**config.mk**
```make
export PLATFORM = sky130hd
export DESIGN_NAME = strided_tensor_address_walker
export DESIGN_NICKNAME = d
export VERILOG_FILES = /design/src/design/stw_pkg.sv /design/src/design/stw_front.sv /design/src/design/stw_queue.sv /design/src/design/stw_back.sv /design/src/design/strided_tensor_address_walker.sv
export SDC_FILE = /design/constraint.sdc
export NUM_CORES = 2
export LEC_CHECK = 0
export ABC_AREA = 0
export BUFFER_PORTS_ARGS = -buffer_cell sky130_fd_sc_hd__clkbuf_2
export CAP_MARGIN = 5
export CORE_MARGIN = 2
export CORE_UTILIZATION = 60
export CTS_CLUSTER_DIAMETER = 40
export DETAILED_ROUTE_END_ITERATION = 16
export GPL_TIMING_DRIVEN = 0
export HOLD_SLACK_MARGIN = 0.08
export PLACE_DENSITY = 0.77
export SYNTH_ARGS = -nofsm -noshare
export SYNTH_HDL_FRONTEND = slang
export SYNTH_SLANG_ARGS = --single-unit
```
**constraint.sdc**
```tcl
create_clock -name clk -period 8.8 [get_ports clk]
set_input_delay 0.88 -clock clk [delete_from_list [all_inputs] [get_ports clk]]
set_output_delay 0.88 -clock clk [all_outputs]
set_load 0.01 [all_outputs]
```
**src/design/stw_pkg.sv**
```systemverilog
// ----------------------------------------------------------------------------
// stw_pkg: shared types and constants of the strided tensor address walker
// Register indexes, mode codes, configuration and queue entry structs.
// ----------------------------------------------------------------------------
`timescale 1ns / 1ps

package stw_pkg;

    localparam int DATA_BITS      = 32;
    localparam int INDEX_BITS     = 24;
    localparam int COUNT_BITS     = 25;
    localparam int CFG_BITS       = 64;
    localparam int CFG_INDEX_BITS = 3;
    localparam int QUEUE_DEPTH    = 2;

    // register indexes on the configuration port
    localparam logic [CFG_INDEX_BITS-1:0] REG_MODE          = 3'd0;
    localparam logic [CFG_INDEX_BITS-1:0] REG_DIM_COUNT     = 3'd1;
    localparam logic [CFG_INDEX_BITS-1:0] REG_BASE_OFFSET   = 3'd2;
    localparam logic [CFG_INDEX_BITS-1:0] REG_EXTENTS       = 3'd3;
    localparam logic [CFG_INDEX_BITS-1:0] REG_STRIDES       = 3'd4;
    localparam logic [CFG_INDEX_BITS-1:0] REG_ELEMENT_COUNT = 3'd5;
    localparam logic [CFG_INDEX_BITS-1:0] REG_FILL_VALUE    = 3'd6;

    // walk modes; the unused code behaves as gather
    localparam logic [1:0] MODE_GATHER  = 2'd0;
    localparam logic [1:0] MODE_SCATTER = 2'd1;
    localparam logic [1:0] MODE_FILL    = 2'd2;

    typedef struct packed {
        logic [1:0]            mode;
        logic [2:0]            dim_count;
        logic [31:0]           base_offset;
        logic [COUNT_BITS-1:0] element_count;
        logic [DATA_BITS-1:0]  fill_value;
    } stw_cfg_t;

    // per-beat fields that ride the queue next to the position snapshot
    typedef struct packed {
        logic [INDEX_BITS-1:0] index;
        logic [DATA_BITS-1:0]  data;
        logic                  last;
    } stw_item_t;

    // dimensions in use: zero counts as one, clamp at the maximum
    function automatic logic [3:0] used_dims(logic [2:0] dim_count, int max_dims);
        logic [3:0] n;
        n = {1'b0, dim_count};
        if (n == 4'd0)
            n = 4'd1;
        if (n > 4'(max_dims))
            n = 4'(max_dims);
        return n;
    endfunction

endpackage

```
**src/design/stw_front.sv**
```systemverilog
// ----------------------------------------------------------------------------
// stw_front: odometer front end
// Accepts input beats, snapshots the position counters, picks the write data,
// flags the final element and advances the odometer.
// ----------------------------------------------------------------------------
`timescale 1ns / 1ps

module stw_front #(
    parameter int MAX_DIMS    = 4,
    parameter int EXTENT_BITS = 16
) (
    input  logic                                      clk,
    input  logic                                      rst_n,
    input  stw_pkg::stw_cfg_t                         cfg,
    input  logic [stw_pkg::CFG_BITS-1:0]              extents,
    input  logic                                      in_valid,
    input  logic [stw_pkg::DATA_BITS-1:0]             data_in,
    output logic                                      in_stall,
    input  logic                                      queue_full,
    output logic                                      push,
    output logic [MAX_DIMS-1:0][EXTENT_BITS-1:0]      push_pos,
    output stw_pkg::stw_item_t                        push_item
);

    localparam int SPAN = MAX_DIMS * EXTENT_BITS + stw_pkg::CFG_BITS;

    logic [MAX_DIMS-1:0][EXTENT_BITS-1:0] pos_reg;
    logic [MAX_DIMS-1:0][EXTENT_BITS-1:0] pos_next;
    logic [stw_pkg::INDEX_BITS-1:0]       index_reg;
    logic [stw_pkg::INDEX_BITS-1:0]       index_next;

    logic [SPAN-1:0]                      ext_padded;
    logic [MAX_DIMS-1:0][EXTENT_BITS-1:0] ext_vec;
    logic [MAX_DIMS:0]                    wrap;
    logic [MAX_DIMS:0]                    carry;
    logic [3:0]                           n_dims;
    logic                                 last;
    logic                                 accept;

    // dimensions beyond the packed word read as zero extent
    assign ext_padded = SPAN'(extents);
    assign ext_vec    = ext_padded[MAX_DIMS*EXTENT_BITS-1:0];
    assign n_dims     = stw_pkg::used_dims(cfg.dim_count, MAX_DIMS);

    assign accept   = in_valid && !queue_full;
    assign in_stall = queue_full;
    assign push     = accept;

    assign last = ((stw_pkg::COUNT_BITS'(index_reg) + stw_pkg::COUNT_BITS'(1))
                   == cfg.element_count);

    // odometer carry chain, innermost used dimension first
    always_comb
    begin
        wrap[MAX_DIMS]  = 1'b0;
        carry[MAX_DIMS] = 1'b0;
        for (int d = 0; d < MAX_DIMS; d++)
        begin
            wrap[d] = ((EXTENT_BITS+1)'(pos_reg[d]) + (EXTENT_BITS+1)'(1))
                      >= (EXTENT_BITS+1)'(ext_vec[d]);
        end
        for (int d = MAX_DIMS - 1; d >= 0; d--)
        begin
            carry[d] = (4'(d) == (n_dims - 4'd1)) || (carry[d+1] && wrap[d+1]);
        end
        for (int d = 0; d < MAX_DIMS; d++)
        begin
            pos_next[d] = pos_reg[d];
            if (carry[d])
            begin
                // the outermost dimension never carries; it is not cleared at its extent and keeps counting
                if (d != 0 && wrap[d])
                    pos_next[d] = '0;
                else
                    pos_next[d] = pos_reg[d] + EXTENT_BITS'(1);
            end
        end
        index_next = index_reg + stw_pkg::INDEX_BITS'(1);
    end

    // write data select
    always_comb
    begin
        push_item.index = index_reg;
        push_item.last  = last;
        case (cfg.mode)
            stw_pkg::MODE_SCATTER: push_item.data = data_in;
            stw_pkg::MODE_FILL:    push_item.data = cfg.fill_value;
            default:               push_item.data = '0;
        endcase
    end

    assign push_pos = pos_reg;

    // odometer state
    always_ff @(posedge clk or negedge rst_n)
    begin
        if (!rst_n)
        begin
            pos_reg   <= '0;
            index_reg <= '0;
        end
        else if (accept)
        begin
            if (last)
            begin
                pos_reg   <= '0;
                index_reg <= '0;
            end
            else
            begin
                pos_reg   <= pos_next;
                index_reg <= index_next;
            end
        end
    end

endmodule

```
**src/design/stw_queue.sv**
```systemverilog
// ----------------------------------------------------------------------------
// stw_queue: short FIFO between front end and address back end
// Register-based ring; the producer holds off while it is full.
// ----------------------------------------------------------------------------
`timescale 1ns / 1ps

module stw_queue #(
    parameter int WIDTH = 1,
    parameter int DEPTH = 2
) (
    input  logic             clk,
    input  logic             rst_n,
    input  logic             push,
    input  logic [WIDTH-1:0] push_data,
    output logic             full,
    input  logic             pop,
    output logic [WIDTH-1:0] pop_data,
    output logic             not_empty
);

    localparam int PTR_BITS = (DEPTH > 1) ? $clog2(DEPTH) : 1;
    localparam int CNT_BITS = $clog2(DEPTH + 1);

    logic [WIDTH-1:0]    entry_reg [DEPTH];
    logic [PTR_BITS-1:0] wr_ptr_reg;
    logic [PTR_BITS-1:0] rd_ptr_reg;
    logic [CNT_BITS-1:0] count_reg;
    logic [CNT_BITS-1:0] count_next;
    logic [PTR_BITS-1:0] wr_ptr_next;
    logic [PTR_BITS-1:0] rd_ptr_next;

    assign full      = (count_reg == CNT_BITS'(DEPTH));
    assign not_empty = (count_reg != '0);
    assign pop_data  = entry_reg[rd_ptr_reg];

    // pointer and fill bookkeeping
    always_comb
    begin
        wr_ptr_next = (wr_ptr_reg == PTR_BITS'(DEPTH - 1)) ? '0 : wr_ptr_reg + PTR_BITS'(1);
        rd_ptr_next = (rd_ptr_reg == PTR_BITS'(DEPTH - 1)) ? '0 : rd_ptr_reg + PTR_BITS'(1);
        count_next  = count_reg;
        if (push && !pop)
            count_next = count_reg + CNT_BITS'(1);
        else if (pop && !push)
            count_next = count_reg - CNT_BITS'(1);
    end

    always_ff @(posedge clk or negedge rst_n)
    begin
        if (!rst_n)
        begin
            wr_ptr_reg <= '0;
            rd_ptr_reg <= '0;
            count_reg  <= '0;
        end
        else
        begin
            if (push)
                wr_ptr_reg <= wr_ptr_next;
            if (pop)
                rd_ptr_reg <= rd_ptr_next;
            count_reg <= count_next;
        end
    end

    // storage, no reset
    always_ff @(posedge clk)
    begin
        if (push)
            entry_reg[wr_ptr_reg] <= push_data;
    end

endmodule

```
**src/design/stw_back.sv**
```systemverilog
// ----------------------------------------------------------------------------
// stw_back: strided address back end
// Stage A multiplies each position by its stride; stage B sums the products
// with the base offset into the output register.
// ----------------------------------------------------------------------------
`timescale 1ns / 1ps

module stw_back #(
    parameter int MAX_DIMS    = 4,
    parameter int EXTENT_BITS = 16,
    parameter int ADDR_BITS   = 32
) (
    input  logic                                  clk,
    input  logic                                  rst_n,
    input  stw_pkg::stw_cfg_t                     cfg,
    input  logic [stw_pkg::CFG_BITS-1:0]          strides,
    input  logic                                  q_not_empty,
    input  logic [MAX_DIMS-1:0][EXTENT_BITS-1:0]  q_pos,
    input  stw_pkg::stw_item_t                    q_item,
    output logic                                  q_pop,
    output logic                                  out_valid,
    input  logic                                  out_stall,
    output logic [ADDR_BITS-1:0]                  strided_address,
    output logic [stw_pkg::INDEX_BITS-1:0]        compact_index,
    output logic [stw_pkg::DATA_BITS-1:0]         write_data,
    output logic                                  is_last
);

    localparam int SPAN      = MAX_DIMS * EXTENT_BITS + stw_pkg::CFG_BITS;
    localparam int PROD_BITS = 2 * EXTENT_BITS;
    localparam int WIDE_BITS = (ADDR_BITS > PROD_BITS) ? ADDR_BITS : PROD_BITS;
    localparam int SUM_BITS  = (WIDE_BITS > 32) ? WIDE_BITS : 32;
    // the address field carries at most 32 bits
    localparam int KEEP_BITS = (ADDR_BITS < 32) ? ADDR_BITS : 32;

    logic [SPAN-1:0]                      str_padded;
    logic [MAX_DIMS-1:0][EXTENT_BITS-1:0] stride_vec;
    logic [3:0]                           n_dims;

    logic                                 a_valid_reg;
    logic [MAX_DIMS-1:0][PROD_BITS-1:0]   a_prod_reg;
    logic [MAX_DIMS-1:0][PROD_BITS-1:0]   a_prod_next;
    stw_pkg::stw_item_t                   a_item_reg;

    logic                                 out_valid_reg;
    logic [ADDR_BITS-1:0]                 addr_reg;
    logic [ADDR_BITS-1:0]                 addr_next;
    stw_pkg::stw_item_t                   out_item_reg;
    logic [SUM_BITS-1:0]                  sum;

    logic                                 out_load;
    logic                                 a_advance;

    assign str_padded = SPAN'(strides);
    assign stride_vec = str_padded[MAX_DIMS*EXTENT_BITS-1:0];
    assign n_dims     = stw_pkg::used_dims(cfg.dim_count, MAX_DIMS);

    // pipeline flow: each stage moves when the one after it has room
    assign out_load  = a_valid_reg && (!out_valid_reg || !out_stall);
    assign a_advance = !a_valid_reg || out_load;
    assign q_pop     = q_not_empty && a_advance;

    // stage A: one product per used dimension
    always_comb
    begin
        for (int d = 0; d < MAX_DIMS; d++)
        begin
            if (4'(d) < n_dims)
                a_prod_next[d] = PROD_BITS'(q_pos[d]) * PROD_BITS'(stride_vec[d]);
            else
                a_prod_next[d] = '0;
        end
    end

    // stage B: base plus products, wrapped to the address width but to at most 32 bits
    always_comb
    begin
        sum = SUM_BITS'(cfg.base_offset);
        for (int d = 0; d < MAX_DIMS; d++)
        begin
            sum = sum + SUM_BITS'(a_prod_reg[d]);
        end
        addr_next = ADDR_BITS'(sum[KEEP_BITS-1:0]);
    end

    always_ff @(posedge clk or negedge rst_n)
    begin
        if (!rst_n)
        begin
            a_valid_reg   <= 1'b0;
            out_valid_reg <= 1'b0;
        end
        else
        begin
            if (a_advance)
                a_valid_reg <= q_not_empty;
            if (!out_valid_reg || !out_stall)
                out_valid_reg <= a_valid_reg;
        end
    end

    // payload registers
    always_ff @(posedge clk)
    begin
        if (q_pop)
        begin
            a_prod_reg <= a_prod_next;
            a_item_reg <= q_item;
        end
        if (out_load)
        begin
            addr_reg     <= addr_next;
            out_item_reg <= a_item_reg;
        end
    end

    assign out_valid       = out_valid_reg;
    assign strided_address = addr_reg;
    assign compact_index   = out_item_reg.index;
    assign write_data      = out_item_reg.data;
    assign is_last         = out_item_reg.last;

endmodule

```
**src/design/strided_tensor_address_walker.sv**
```systemverilog
// An accepted beat passes the queue, the product register and the output register.
// One element per cycle while out_stall is low; both stages hold while it stalls.
// A two-entry queue splits the odometer from the address pipeline, so input
// keeps flowing while a result waits on out_stall, until the queue fills.
// Reset (rst_n, async, active low) clears the odometer, the queue pointers and the
// valid flags and loads the configuration defaults; payload registers are not reset.
// ----------------------------------------------------------------------------
// strided_tensor_address_walker: strided N-d address generator
// Configuration registers, odometer front end, queue and address back end.
// ----------------------------------------------------------------------------
`timescale 1ns / 1ps

module strided_tensor_address_walker #(
    parameter int MAX_DIMS    = 4,
    parameter int EXTENT_BITS = 16,
    parameter int ADDR_BITS   = 32
) (
    input  logic                                 clk,
    input  logic                                 rst_n,
    input  logic                                 cfg_write,
    input  logic [stw_pkg::CFG_INDEX_BITS-1:0]   cfg_index,
    input  logic [stw_pkg::CFG_BITS-1:0]         cfg_data,
    input  logic                                 in_valid,
    output logic                                 in_stall,
    input  logic [stw_pkg::DATA_BITS-1:0]        data_in,
    output logic                                 out_valid,
    input  logic                                 out_stall,
    output logic [ADDR_BITS-1:0]                 strided_address,
    output logic [stw_pkg::INDEX_BITS-1:0]       compact_index,
    output logic [stw_pkg::DATA_BITS-1:0]        write_data,
    output logic                                 is_last
);

    localparam int POS_BITS = MAX_DIMS * EXTENT_BITS;
    localparam int Q_WIDTH  = POS_BITS + $bits(stw_pkg::stw_item_t);

    stw_pkg::stw_cfg_t                    cfg_reg;
    logic [stw_pkg::CFG_BITS-1:0]         extents_reg;
    logic [stw_pkg::CFG_BITS-1:0]         strides_reg;

    logic                                 push;
    logic [MAX_DIMS-1:0][EXTENT_BITS-1:0] push_pos;
    stw_pkg::stw_item_t                   push_item;
    logic                                 q_full;
    logic                                 q_pop;
    logic                                 q_not_empty;
    logic [Q_WIDTH-1:0]                   q_pop_data;
    logic [MAX_DIMS-1:0][EXTENT_BITS-1:0] q_pos;
    stw_pkg::stw_item_t                   q_item;

    // configuration registers
    always_ff @(posedge clk or negedge rst_n)
    begin
        if (!rst_n)
        begin
            cfg_reg.mode          <= stw_pkg::MODE_GATHER;
            cfg_reg.dim_count     <= 3'd1;
            cfg_reg.base_offset   <= '0;
            cfg_reg.element_count <= stw_pkg::COUNT_BITS'(1);
            cfg_reg.fill_value    <= '0;
            extents_reg           <= '0;
            strides_reg           <= '0;
        end
        else if (cfg_write)
        begin
            unique case (cfg_index)
                stw_pkg::REG_MODE:          cfg_reg.mode          <= cfg_data[1:0];
                stw_pkg::REG_DIM_COUNT:     cfg_reg.dim_count     <= cfg_data[2:0];
                stw_pkg::REG_BASE_OFFSET:   cfg_reg.base_offset   <= cfg_data[31:0];
                stw_pkg::REG_EXTENTS:       extents_reg           <= cfg_data;
                stw_pkg::REG_STRIDES:       strides_reg           <= cfg_data;
                stw_pkg::REG_ELEMENT_COUNT:
                    cfg_reg.element_count <= cfg_data[stw_pkg::COUNT_BITS-1:0];
                stw_pkg::REG_FILL_VALUE:
                    cfg_reg.fill_value    <= cfg_data[stw_pkg::DATA_BITS-1:0];
                default: ;
            endcase
        end
    end

    stw_front #(
        .MAX_DIMS    (MAX_DIMS),
        .EXTENT_BITS (EXTENT_BITS)
    ) u_front (
        .clk        (clk),
        .rst_n      (rst_n),
        .cfg        (cfg_reg),
        .extents    (extents_reg),
        .in_valid   (in_valid),
        .data_in    (data_in),
        .in_stall   (in_stall),
        .queue_full (q_full),
        .push       (push),
        .push_pos   (push_pos),
        .push_item  (push_item)
    );

    stw_queue #(
        .WIDTH (Q_WIDTH),
        .DEPTH (stw_pkg::QUEUE_DEPTH)
    ) u_queue (
        .clk       (clk),
        .rst_n     (rst_n),
        .push      (push),
        .push_data ({push_pos, push_item}),
        .full      (q_full),
        .pop       (q_pop),
        .pop_data  (q_pop_data),
        .not_empty (q_not_empty)
    );

    assign q_pos  = q_pop_data[Q_WIDTH-1 -: POS_BITS];
    assign q_item = q_pop_data[$bits(stw_pkg::stw_item_t)-1:0];

    stw_back #(
        .MAX_DIMS    (MAX_DIMS),
        .EXTENT_BITS (EXTENT_BITS),
        .ADDR_BITS   (ADDR_BITS)
    ) u_back (
        .clk             (clk),
        .rst_n           (rst_n),
        .cfg             (cfg_reg),
        .strides         (strides_reg),
        .q_not_empty     (q_not_empty),
        .q_pos           (q_pos),
        .q_item          (q_item),
        .q_pop           (q_pop),
        .out_valid       (out_valid),
        .out_stall       (out_stall),
        .strided_address (strided_address),
        .compact_index   (compact_index),
        .write_data      (write_data),
        .is_last         (is_last)
    );

endmodule

```
# After elaboration in Yosys (flattened, before gate mapping)
# Memory sizes are Yosys's and may differ from the RTL's.
# Cells that the tools add are included.
# W data, S select, Z words.
dict set report word_totals {
  register_bits 590
  ram_bits 242
  in_bits 104
  output_inout_bits 91
  n_memories 1
}
dict set report classes {
  n_addsub 18
  multipliers 4
  n_lt_le_gt_ge 8
  n_eq_ne 13
  mux 18
  n_reduce_logical 39
}
# name words width read_ports rd_ports_with_merged_regs write_ports line_no
set memory_table {}
lappend memory_table {u_queue.entry_reg 2 121 1 0 1 stw_queue.sv:24} ;# logic [WIDTH-1:0] entry_reg [DEPTH];
# cell count
set ops {}
lappend ops {{$add A32 B32 Y32} 4}
lappend ops {{$mul A16 B16 Y32} 4}
lappend ops {{$mux W16} 7}
lappend ops {{$add A16 B1 Y16 const B} 4}
lappend ops {{$mux W64} 1}
lappend ops {{$pmux W32 S2} 1}
lappend ops {{$add A16 B1 Y17 const B} 3}
lappend ops {{$ge A17 B16 Y1} 3}
lappend ops {{$add A24 B1 Y25 const B} 1}
lappend ops {{$eq A25 B25 Y1} 1}
lappend ops {{$add A24 B1 Y24 const B} 1}
lappend ops {{$mux W24} 1}
lappend ops {{$reduce_and A2 Y1} 11}
lappend ops {{$reduce_bool A2 Y1} 6}
lappend ops {{$eq A3 B3 Y1 const B} 3}
lappend ops {{$eq A2 B4 Y1 const A} 2}
lappend ops {{$logic_and A1 B1 Y1} 8}
lappend ops {{$eq A3 B2 Y1 const B} 2}
lappend ops {{$logic_not A1 Y1} 6}
lappend ops {{$logic_not A3 Y1} 2}
lappend ops {{$lt A1 B3 Y1 const A} 2}
lappend ops {{$lt A2 B3 Y1 const A} 2}
lappend ops {{$mux W3} 2}
lappend ops {{$logic_or A1 B1 Y1} 5}
lappend ops {{12 further kinds} 18}

# Depth between registers and ports, before layout
dict set report depth {
  depth_word 14
  mapped_depth 28
  depth_no_buf 24
}

# Modules after synthesis
# A second synthesis with hierarchy kept.
dict set report unflattened {
  hier_cells 6489
  hier_area_um2 71970.3
}
# mod n_inst cells_per_inst area_each_um2 seq_area_each_um2
set modules_own_cells {}
lappend modules_own_cells {stw_back 1 4678 46355.7 8277.9}
lappend modules_own_cells {stw_queue 1 393 9255.1 7367.1}
lappend modules_own_cells {strided_tensor_address_walker 1 474 8667.1 5557.8}
lappend modules_own_cells {stw_front 1 944 7692.4 2202.1}

# Worst setup path after synthesis
# OpenSTA, ideal clock, no wires.
dict set report synth_path {
  path_type {input to register}
  start {input out_stall}
  end {register u_back.out_item_reg, in the netlist u_back.compact_index[0] (enable)}
  setup_time_ns 0.673
  arrival_time_ns 7.307
  t_required_ns 8.127
  setup_slack_ns 0.820
  cell_stages 1
  cell_sequence {a21boi_0}
}
dict set report synth_via {
  elab_chain_cells 3
}
# item line_no
set synth_rtl {}
lappend synth_rtl {{start, declared} strided_tensor_address_walker.sv:27} ;# input logic out_stall,
lappend synth_rtl {{$logic_not A1 Y1} stw_back.sv:59} ;# assign out_load = a_valid_reg && (!out_valid_reg || !out_stall);
lappend synth_rtl {{$logic_or A1 B1 Y1} stw_back.sv:59}
lappend synth_rtl {{$logic_and A1 B1 Y1} stw_back.sv:59}
lappend synth_rtl {{end signal, assigned} stw_back.sv:113} ;# out_item_reg <= a_item_reg;
lappend synth_rtl {{end, declared} stw_back.sv:48} ;# stw_pkg::stw_item_t out_item_reg;
# No other way between the ends.
# A chain may end at the register's enable or synchronous reset.

# Final worst setup path
dict set report layout_path {
  start {register u_queue.rd_ptr_reg}
  end {register u_back.a_prod_reg[60] in the netlist's numbering, data pin}
}
dict set report layout_via {
  elab_chain_cells 2
}
# item line_no
set layout_rtl {}
lappend layout_rtl {{start, declared} stw_queue.sv:26} ;# logic [PTR_BITS-1:0] rd_ptr_reg;
lappend layout_rtl {{start signal, assigned} stw_queue.sv:61} ;# rd_ptr_reg <= rd_ptr_next;
lappend layout_rtl {{$mem_v2 Z2 W121} --}
lappend layout_rtl {{$mul A16 B16 Y32} stw_back.sv:69} ;# a_prod_next[d] = PROD_BITS'(q_pos[d]) * PROD_BITS'(stride_vec[d]);
lappend layout_rtl {{end signal, assigned} stw_back.sv:107} ;# a_prod_reg <= a_prod_next;
lappend layout_rtl {{end, declared} stw_back.sv:41} ;# logic [MAX_DIMS-1:0][PROD_BITS-1:0] a_prod_reg;
# No other way between the ends.

==> key figures <==
Outcome
  – Outcome: complete, no violations

Placed design
  – Final HPWL DP: 153,700 um
  – Placed cells: 8,093
  – Port buffer count: between 150 and 200
  – GPL Wtd Cong: 0.9753
  – Worst slack at placement: -1519 ps
  – Cell Area, Placed: 73,070 um^2

Critical path
  – Critical-path maximum fanout: 10
  – CP Capture Type: flip-flop
  – Critical Path RT: 9190 ps
  – Kind of critical path: reg2reg
  – Worst Path Buf+Inv: 6
  – CP dominant cell by count: fa_1
  – Top cell family by delay on the critical path: adder cells
  – Slowest CP cell: dfrtp_1
  – Startpoint Class: flip-flop
  – Max incr delay on CP: 600 ps
  – CP arrival: 8930 ps

Global route
  – Top Usage Layer GRT: met2
  – Met1 usage: 43.52%
  – Vias in the first global route: 50,780
  – M2 GR Usage: 53.15%
  – GRT Residual Overflow: 0
  – GR Util met3: 7.874%
  – Largest net degree at the start of global routing: 131
  – Global-route wire length before repair: 299,800 um
  – Total track usage: 33.41%
  – Antenna violations before repair: 21

STA
  – Fin Hold WS: 417.0 ps
  – Max Fclk: 0.1171 GHz
  – Rel. slew slack: under 10%
  – Minimum period implied by the final worst setup slack: 8539 ps
  – Worst slew pin tran: 1392 ps
  – Final hold vios: 0
  – Finish-stage setup viols: 0
  – Final worst slack: 261.4 ps
  – Period utilization: 97.03%
  – Clock Skews: 71.36 ps
  – Final count of pins violating max slew: 0

Routing
  – Antenna viol nets, final: 0
  – # DRC: 0
  – Detailed Routing Iterations Pass 1: 6
  – Drt initial violations: 4,303
  – Routed len/inst: 23.54 um
  – Final WL: 195,100 um
  – Via count: 48,600
  – Vias per std cell: between 5 and 6

Die
  – Initial core utilization: 60.29%
  – Die Y-Extent: 345.0 um
  – Die W: about 350 um
  – CORE AREA: 115,700 um^2
  – Area of the die: 119,000 um^2
  – Row cnt: 125
  – I/O pins: 195

Yosys
  – Distinct cells, synth: 89
  – Synth Flop Type: edfxtp_1
  – Mapped cell area: 69,780 um^2
  – Syn avg cell area: 10.97 um^2
  – Cell count after synthesis: 6,361
  – Async S/R FF share, synth: about 37%
  – Post-synth EDFFs: 516
  – Ys Warns: 0
  – Syn_nets: 7,837
  – Sequential area share after synthesis: 32.97%
  – Yosys reg bits: 816

Clock tree
  – CTS tree: done
  – CTS sink count: 816
  – CTS buffer count: just over 100
  – Worst-skew pair later-pin latency: 710 ps
  – Clk root buf: clkbuf_16
  – Clk buf depth: 3
  – Clock slew at reported path FFs: 60 ps
  – # H-tree levels: 3

Cells and area
  – Share of cells above drive strength 1: a little under an eighth
  – Area of the multi-input gates: approximately 42,000 um^2
  – Fillers: 8,873
  – Non-Filler Instances: 8,289
  – P&R area growth vs syn: 9.762%
  – Largest register FFs: 242
  – Fin area: 76,590 um^2
  – Fin nets: between 8,000 and 9,000
  – Sequential Area: 23,000 um^2

Worst hold path
  – HP Class: reg2reg

Flow run
  – Max-cap violations: 0
[path summary, 6_finish.rpt]
check                      slack, ps  depth (start not counted)                   from                  endpoint
hold / removal                   420                          0  u_back.a_item_reg[54]  u_back.compact_index[21]
setup reg to reg                 260                         25     u_queue.rd_ptr_reg     u_back.a_prod_reg[60]
max in group asynchronous       6920                          4                  rst_n               cfg_reg[25]
min in group asynchronous        630                          2                  rst_n      u_front.push_pos[24]
setup / recovery                 260                         25     u_queue.rd_ptr_reg     u_back.a_prod_reg[60]
hold reg to reg                  420                          0  u_back.a_item_reg[54]  u_back.compact_index[21]
[final cells by class]
class	instances	area share [%]
timing repair buffer	209	1.768
clock buffer	119	3.457
tap	1524	2.490
sequential	816	30.04
multi-input combinational	4325	55.06
clock inverter	73	1.067
inverter	981	4.818
antenna	10	0.03267
buffer	232	1.269
[layout by cell type, fill, tap and decap left out, drive strengths merged, types with 23 or more instances in the layout]
cell type and instances:
nand3 93, a21o 76, ha 504, nor2 213, edfxtp 516, a22oi 40, nand4 31, o21a 23
o21ai 169, nor2b 27, nand2b 43, a21oi 139, fa 868, nor3 42, inv 1007, clkinv 36
dfrtp 298, mux2 326, xor2 73, and2 503, xnor2 136, buf 58, clkbuf 501, and3 37
nand2 730, o31ai 26
[cells in the mapped netlist, drive strengths merged, types with 7 or more instances]
cell    count  area (um^2)
inv       980         3679
fa        868        17380
nand2     730         2740
edfxtp    516        15490
ha        504         6306
and2      503         3147
mux2      326         3671
dfrtp     298         7457
nor2      213        807.0
clkbuf    198        743.2
o21ai     169        864.6
a21oi     139        695.7
xnor2     136         1191
nand3      93        470.5
a21o       76        570.6
xor2       73        639.4
nand2b     43        269.0
nor3       42        220.2
buf        41        219.0
a22oi      40        300.3
and3       37        231.5
nand4      31        215.2
nor2b      27        168.9
o31ai      26        200.2
o21a       23        172.7
nor4       19        155.2
a211oi     18        135.1
o21bai     15        112.6
or3        15        93.84
mux2i      13        142.6
a31oi      11        68.82
nor3b      11        93.84
o211ai     11        82.58
a22o        9        78.83
and4        9        78.83
nand4b      8        70.07
or2         7        43.79
[per-stage QoR]
| stage | util (%) | setup TNS [ps] |
|---|---|---|
| after floorplan | - | 0 |
| after global placement | 62.77 | -813980 |
| after detailed placement | 63.14 | -36210 |
| after CTS | 66.15 | 0 |
| after global routing | 66.16 | -5.092 |
| final | 66.18 | 0 |
[what timing repair did]
| item | 4_1_cts | 5_1_grt |
|---|---|---|
| resized for setup | 17 | 15 |
| setup buffers | 0 | 0 |
| setup endpoints to repair | 67 | 14 |
| hold buffers | 1 | 0 |
| hold endpoints to repair | 16 | 0 |
[worst reg2reg max path, stage by stage, from the launching register on]
cell and delay (ps):
dfrtp_1 600, buf_4 370, buf_4 390, mux2_2 470, clkbuf_2 300, nand2_1 170
fa_1 450, fa_1 480, fa_1 560, inv_1 60, fa_1 450, fa_1 510
inv_1 50, fa_1 470, inv_1 40, ha_1 360, a21o_1 230, a21o_1 170
a21oi_1 170, o21ai_0 150, or3_1 320, o21a_1 270, a311o_1 390, a31oi_1 330
xor2_1 380, nor2_1 70
[routing by layer]
layer,vias up,share of wire (%)
met1,24410,38
met3,484,9.9
met5,-,0.065
li1,21290,-
met2,2399,46
met4,16,5.1
[cells by family after synthesis]
group / Yosys count / share of synthesized area, %
AOI/OAI and AO/OA: 604 / 5.568
xor gates and xnor gates: 209 / 2.623
adders and majority gates: 1372 / 33.94
buffers and inverters: 1220 / 6.656
DFF: 816 / 32.97
muxes: 339 / 5.465
and+or+nand+nor: 1801 / 12.78
Power is not shown: default switching activity piles up to over one toggle a cycle in this logic, so the estimate is an artifact.
